[config.mk]
export PLATFORM = sky130hd
export DESIGN_NAME = egr_isqrt
export DESIGN_NICKNAME = d
export VERILOG_FILES = /design/src/hw/rtl/elliptical_gaussian_ring_pixel_top_defines.svh /design/src/hw/rtl/egr_pkg.sv /design/src/hw/rtl/egr_isqrt.sv
export SDC_FILE = /design/constraint.sdc
export NUM_CORES = 2
export LEC_CHECK = 0
export BUFFER_PORTS_ARGS = -buffer_cell sky130_fd_sc_hd__buf_2
export CORE_ASPECT_RATIO = 0.75
export CORE_MARGIN = 2
export CORE_UTILIZATION = 45
export DETAILED_ROUTE_END_ITERATION = 8
export GPL_ROUTABILITY_DRIVEN = 0
export GPL_TIMING_DRIVEN = 0
export HOLD_SLACK_MARGIN = 0.06
export PLACE_DENSITY = 0.64
export SETUP_SLACK_MARGIN = 0.3
export SYNTH_ARGS = -nofsm -noshare
export SYNTH_HDL_FRONTEND = slang
export SYNTH_SLANG_ARGS = --single-unit
[constraint.sdc]
create_clock -name i_clk -period 6.2 [get_ports i_clk]
set_input_delay 0.62 -clock i_clk [delete_from_list [all_inputs] [get_ports i_clk]]
set_output_delay 0.62 -clock i_clk [all_outputs]
set_load 0.02 [all_outputs]
[src/hw/rtl/elliptical_gaussian_ring_pixel_top_defines.svh]
`ifndef ELLIPTICAL_GAUSSIAN_RING_PIXEL_TOP_DEFINES_SVH
`define ELLIPTICAL_GAUSSIAN_RING_PIXEL_TOP_DEFINES_SVH

// Same-cycle implication, sampled on i_clk, off during reset.
`define EGR_ASSERT_NOW(lbl, ante, cons) \
    lbl: assert property (@(posedge i_clk) disable iff (!i_rst_n) (ante) |-> (cons)) \
        else $error("egr assertion failed");

// Next-cycle implication, sampled on i_clk, off during reset.
`define EGR_ASSERT_NEXT(lbl, ante, cons) \
    lbl: assert property (@(posedge i_clk) disable iff (!i_rst_n) (ante) |=> (cons)) \
        else $error("egr assertion failed");

`endif

[src/hw/rtl/egr_pkg.sv]
package egr_pkg;

    localparam int EXP_TABLE_DEPTH_DEF = 1024;
    localparam int COORD_FRAC_BITS_DEF = 8;
    localparam int EXP_INT_SPAN        = 24;
    localparam int ISQ_STAGES          = 32;

    localparam int CFG_IDX_W  = 4;
    localparam int CFG_DATA_W = 32;

    typedef enum logic [CFG_IDX_W-1:0] {
        CFG_CENTER_X       = 4'd0,
        CFG_CENTER_Y       = 4'd1,
        CFG_COS_ANGLE      = 4'd2,
        CFG_SIN_ANGLE      = 4'd3,
        CFG_INV_AXIS_RATIO = 4'd4,
        CFG_AMPLITUDE      = 4'd5,
        CFG_RING_RADIUS    = 4'd6,
        CFG_INV_TWO_SIG_SQ = 4'd7
    } t_cfg_idx;

    // exp(-f), f scaled by 2^31, result Q1.31, Taylor series up to the 24th power, truncating terms
    function automatic logic [31:0] taylor_exp_neg(input logic [63:0] f);
        longint      sum;
        logic [63:0] t;
        sum = longint'(64'd1 << 31);
        t   = 64'd1 << 31;
        for (int k = 1; k <= 24; k++) begin
            t = ((t * f) >> 31) / 64'(k);
            if ((k % 2) == 1) begin
                sum = sum - longint'(t);
            end else begin
                sum = sum + longint'(t);
            end
        end
        if (sum < 0) begin
            sum = 0;
        end
        return sum[31:0];
    endfunction

    // exp(-n) in Q1.31 by repeated rounded multiply with exp(-1)
    function automatic logic [31:0] exp_int(input int n);
        logic [63:0] e1;
        logic [63:0] v;
        e1 = 64'(taylor_exp_neg(64'd1 << 31));
        v  = 64'd1 << 31;
        for (int i = 1; i <= n; i++) begin
            v = (v * e1 + (64'd1 << 30)) >> 31;
        end
        return v[31:0];
    endfunction

endpackage

[src/hw/rtl/egr_isqrt.sv]
// Floor square root, one result bit per stage, MSB first.
module egr_isqrt (
    input  logic        i_clk,
    input  logic        i_en,
    input  logic [62:0] i_val,
    output logic [31:0] o_root
);

    localparam int NS = egr_pkg::ISQ_STAGES;

    logic [63:0] r_rem  [NS];
    logic [31:0] r_root [NS];

    for (genvar j = 0; j < NS; j++) begin : g_stg
        localparam int B = NS - 1 - j;
        logic [63:0] w_rem_in;
        logic [31:0] w_root_in;
        logic [63:0] w_cand;

        if (j == 0) begin : g_first
            assign w_rem_in  = {1'b0, i_val};
            assign w_root_in = '0;
        end else begin : g_next
            assign w_rem_in  = r_rem[j-1];
            assign w_root_in = r_root[j-1];
        end

        // (root + 2^B)^2 - root^2
        assign w_cand = ({32'd0, w_root_in} << (B + 1)) + (64'd1 << (2 * B));

        always_ff @(posedge i_clk) begin
            if (i_en) begin
                if (w_rem_in >= w_cand) begin
                    r_rem[j]  <= w_rem_in - w_cand;
                    r_root[j] <= w_root_in | (32'd1 << B);
                end else begin
                    r_rem[j]  <= w_rem_in;
                    r_root[j] <= w_root_in;
                end
            end
        end
    end

    assign o_root = r_root[NS-1];

endmodule

# Yosys cells after proc, flatten, opt, wreduce, memory -nomap -nowiden
# Memory sizes are Yosys's and may differ from the RTL's.
# Index checks and enable logic that the tools add are counted.
[word_totals]
mem_count = 2
input_bits = 65
elab_cells = 417
output_inout_bits = 32
romBits = 0
regBits = 0
latch_bits = 0
mem_bits_rw = 3072
[op_classes]
multipliers = 0
n_mux = 256
add_sub_neg = 63
bitwise_logic = 64
div_mod_pow = 0
order_cmp = 32
n_reduce_logical = 0
eq_ne = 0
n_shift = 0
[mem_list]
columns = ["memory", "words", "word_bits", "read_ports", "rd_ports_with_merged_regs", "write_ports", "line", "text"]
rows = [
  ["r_rem", 32, 64, 31, 0, 32, "egr_isqrt.sv:11", "logic [63:0] r_rem [NS];"],
  ["r_root", 32, 32, 32, 0, 32, "egr_isqrt.sv:12", "logic [31:0] r_root [NS];"],
]
[op_table]
columns = ["cell", "count"]
rows = [
  ["64-bit two-way mux", 32],
  ["32-bit two-way mux", 32],
  ["1-bit two-way mux", 192],
  ["63-bit by 61-bit adder with 64-bit output (second input constant)", 1],
  ["64-bit by 34-bit >= comparator with 1-bit output", 1],
  ["64-bit by 35-bit >= comparator with 1-bit output", 1],
  ["64-bit by 36-bit >= comparator with 1-bit output", 1],
  ["64-bit by 37-bit >= comparator with 1-bit output", 1],
  ["64-bit by 38-bit >= comparator with 1-bit output", 1],
  ["64-bit by 39-bit >= comparator with 1-bit output", 1],
  ["64-bit by 40-bit >= comparator with 1-bit output", 1],
  ["64-bit by 41-bit >= comparator with 1-bit output", 1],
  ["64-bit by 42-bit >= comparator with 1-bit output", 1],
  ["64-bit by 43-bit >= comparator with 1-bit output", 1],
  ["64-bit by 44-bit >= comparator with 1-bit output", 1],
  ["64-bit by 45-bit >= comparator with 1-bit output", 1],
  ["64-bit by 46-bit >= comparator with 1-bit output", 1],
  ["64-bit by 47-bit >= comparator with 1-bit output", 1],
  ["64-bit by 48-bit >= comparator with 1-bit output", 1],
  ["64-bit by 49-bit >= comparator with 1-bit output", 1],
  ["64-bit by 50-bit >= comparator with 1-bit output", 1],
  ["64-bit by 51-bit >= comparator with 1-bit output", 1],
  ["64-bit by 52-bit >= comparator with 1-bit output", 1],
  ["64-bit by 53-bit >= comparator with 1-bit output", 1],
  ["other kinds (75)", 138],
]

# Depth between registers and ports, before layout
# An unclocked memory read counts as a cell.
[depth]
depth_word = 7
mapped_depth = 15
mapped_depth_nobuf = 13

# Worst setup path before layout
# No wires, ideal clock.
[synth_timing]
path_type = "input -> register"
startpoint = "in i_en"
endpoint = "mem r_rem[24][0] (netlist: r_rem[1][512]) (enable)"
cell_stages = 5
setup_slack_ns = 1.591
setup_time_ns = 0.479
arrival_ns = 4.130
n_path_buf = 5
required_time_ns = 5.721
cell_sequence = "clkbuf_1 clkbuf_1 clkbuf_1 clkbuf_1 clkbuf_1"
[synth_rtl]
columns = ["item", "line", "text"]
rows = [
  ["from (decl)", "egr_isqrt.sv:4", "input logic i_en,"],
  ["to (decl)", "egr_isqrt.sv:11", ""],
]

==> impl_metrics.json <==
{
  "period_minus_slack_ns": 6.15,
  "final_cell_area_um2": 136000,
  "cts.sinks": 2512,
  "cp_max_fo": 10,
  "area_growth_pct": 11.9,
  "drv_slew": 0,
  "worstMarginPinSlew_ns": 1.46,
  "io_pins": 97,
  "drc": 0,
  "ant_nets": 0,
  "yosysUniqueCellTypes": 89,
  "synth_area_um2": 121000,
  "wl_per_cell_um": 22.7,
  "hold_viol_final": 0,
  "first_iter_violations": 12400,
  "yosys.area.top_type_share_pct": 62.1,
  "yosysSeqAreaShare_pct": 62.1,
  "numCtsBuffers": 247,
  "setup_violations": 0,
  "syn_inst": 9855,
  "pwr_density_cell_nw_per_um2": 364,
  "cp_top_family": "compound AO/OA/AOI/OAI gates",
  "worstSetupEndpointType": "register",
  "path_cells": "ha_1 > nor2b_1 > o31ai_1 > and4_1 > nor2_1 > a221oi_1 > o31ai_1 > o311ai_1 > clkbuf_1 > clkbuf_1 > nand2_1 > o21ai_0",
  "ir_worst_vdd_v": 0.000304,
  "wl_um": 320000,
  "track_usage_pct": 22.8,
  "avgViaCountPerCell": 5.93,
  "insertion_delay_ns": 0.97,
  "synthesis.nets": 10500,
  "synth_area_per_cell_um2": 12.3,
  "cts_buffer_depth": 4,
  "layout-drive-gt1-share_pct": 6.30,
  "slew_headroom_pct": 2.34,
  "fin_skew_ns": 0.118,
  "cp-start-kind": "register",
  "drtPass1Iterations": 9,
  "fmax_mhz": 163,
  "rsz0062_at_grt": "no",
  "cts_htree_levels": 4,
  "p_leak_nw": 50.1,
  "vias": 83500,
  "synth_edf_count": 2512,
  "synth_warnings": 0,
  "core_region_area_um2": 269000,
  "final_nets": 10900,
  "grt_pass1_vias": 77700,
  "grt_overflow": 0,
  "grt_start_max_net_pins": 76,
  "antenna_found_initial": 26,
  "async_flop_share_pct": 0,
  "required_ns": 6.85,
  "post-route-period-util_pct": 99.2,
  "critPathMaxStageDelay_ns": 1.03,
  "fp.dieH_um": 454,
  "synth_top_area_cell": "edfxtp_1",
  "cts_tree": "built",
  "grt_pass1_wl_um": 479000,
  "fp-row-count": 165,
  "utilization_pct": 50.5,
  "arrival_ns": 6.80,
  "post_cts_buffers": 0,
  "numPortBuffers": 96,
  "synth_area_leaders": "edfxtp_1 (62%), ha_1 (5.7%), xor2_1 (3.5%)",
  "slowest_stage": "o311ai_1",
  "die_w_um": 604,
  "die-area_um2": 274000,
  "root_buffer": "clkbuf_16",
  "ys_seq_elements": 2512,
  "path_clk_slew_ns": 0.07,
  "hp-class": "primary input to register",
  "start_util_pct": 45.2,
  "crit_buf_inv": 2,
  "dp_hpwl_um": 244000,
  "max-cap-violations": 0,
  "place_area_um2": 127000,
  "synth_top_flop_cell": "edfxtp_1",
  "outcome": "complete, no violations",
  "setup.worst_path.class": "register to register"
}
-- worst reg2reg max path: cells and delay by family, from the launching register on --
family,cells,cell delay [ns]
compound gates,5,2.75
simple gates,4,0.76
fa+ha+maj,1,0.43
buf+inv,2,1.55
flops,1,0.42
-- worst paths after layout --
kind / from / end / slack (ns) / cells past startpoint
max: r_rem[1][836] / r_rem[1][905] / 0.05 / 12
min: i_val[59] / r_rem[0][59] / 0.37 / 2
max reg2reg: r_rem[1][836] / r_rem[1][905] / 0.05 / 12
min reg2reg: r_rem[0][322] / r_rem[0][386] / 0.43 / 0
-- metrics by stage --
step	hold WS, ns	total power, mW	instances	TNS, ns	worst slack, ns
floorplan	0.417	30.5	9855	0	1.59
global placement	0.424	33.6	13500	-5996.83	-3.66
detailed placement	0.430	33.9	13600	0	0.472
CTS	0.303	49.2	14100	0	0.594
global route	0.338	51.5	14100	0	0.336
finish	0.366	49.4	14100	0	0.0524
-- synth_stat cells (15+ instances only) --
master	number
nor2b_1	76
or3_1	110
nand4b_1	30
nand4_1	170
mux2_2	52
nor3_1	289
or4_1	68
or2_2	42
a211oi_1	48
nor2_1	572
o31ai_1	40
o41ai_1	15
o211ai_1	32
nand2b_1	139
a21o_1	230
nor3b_1	32
nand2_1	795
and2_1	25
nor4b_1	62
o21a_1	97
a21oi_1	496
inv_1	677
nand3b_1	25
ha_1	556
and4_1	18
nor4_1	383
and3_1	36
xor2_1	484
o21bai_1	41
o21ai_0	592
clkbuf_1	235
a31oi_1	49
a21boi_0	19
a211o_1	21
a31o_2	15
edfxtp_1	2512
nand3_1	165
xnor2_1	401
-- area by class of cell --
type / instances / area (um^2)
clock buffers: 286 / 6350
fillers: 22600 / 133000
multi-input cells: 6418 / 42600
flip-flops and latches: 2512 / 75400
clock inverters: 159 / 1700
diodes: 2 / 5.00
inverters: 677 / 2540
plain buffers: 248 / 1070
well taps: 3590 / 4490
repair buffers: 183 / 1690
-- metal layers --
metal	wire (um)	GRT usage [%]
met1	148000	35.8
met2	122000	29.7
met3	43200	7.56
met4	6500	4.92
met5	137	0.174
-- cell usage in the layout (no fill, tap or decap), drive strengths merged, types with 18 or more instances in the layout --
cell,instances
nand2b,139
nand4b,30
o21ai,593
mux2,53
nor3b,32
edfxtp,2512
a211oi,49
nor4,383
o21bai,41
nand3,165
clkbuf,521
o31ai,40
a31oi,49
xnor2,401
nor2,572
and4,18
or4,69
inv,682
or3,111
o211ai,32
and2,25
and3,36
nor3,289
a21boi,20
nor2b,76
nor4b,63
buf,133
xor2,484
nand4,170
a21o,230
o21a,97
nand2,795
or2,46
a211o,21
ha,556
nand3b,25
a21oi,497
dlygate4sd3,63
bufinv,34
clkinv,105
-- power by group --
group	internal, mW	switching [mW]
Sequential	21.5	1.66
Clock	8.70	6.48
Combinational	4.08	6.99
Total	34.3	15.1
-- registers in the layout, indices dropped and copies added (netlist names) --
signal,cells
r_rem,1984
r_root,528
-- repair_timing --
action | 4_1_cts | 5_1_grt
endpoints found under the setup margin | 0 | 19
hold buffers | 63 | 0
hold endpoints to repair | 65 | 0
gates resized for setup | 0 | 5
-- logic make-up (layout without fill, tap and decap cells) --
family	Yosys count	in the layout	share of synthesized area [%]
buffers and inverters	925	1553	2.87
adders and majority gates	556	556	5.73
and+or+nand+nor	3073	3073	13.0
DFF	2512	2512	62.1
xor gates and xnor gates	885	885	6.38
muxes	65	65	0.590
AOI/OAI and AO/OA	1839	1839	9.33
other	0	2	0
No activity file was read; power rests on OpenSTA's default activity.
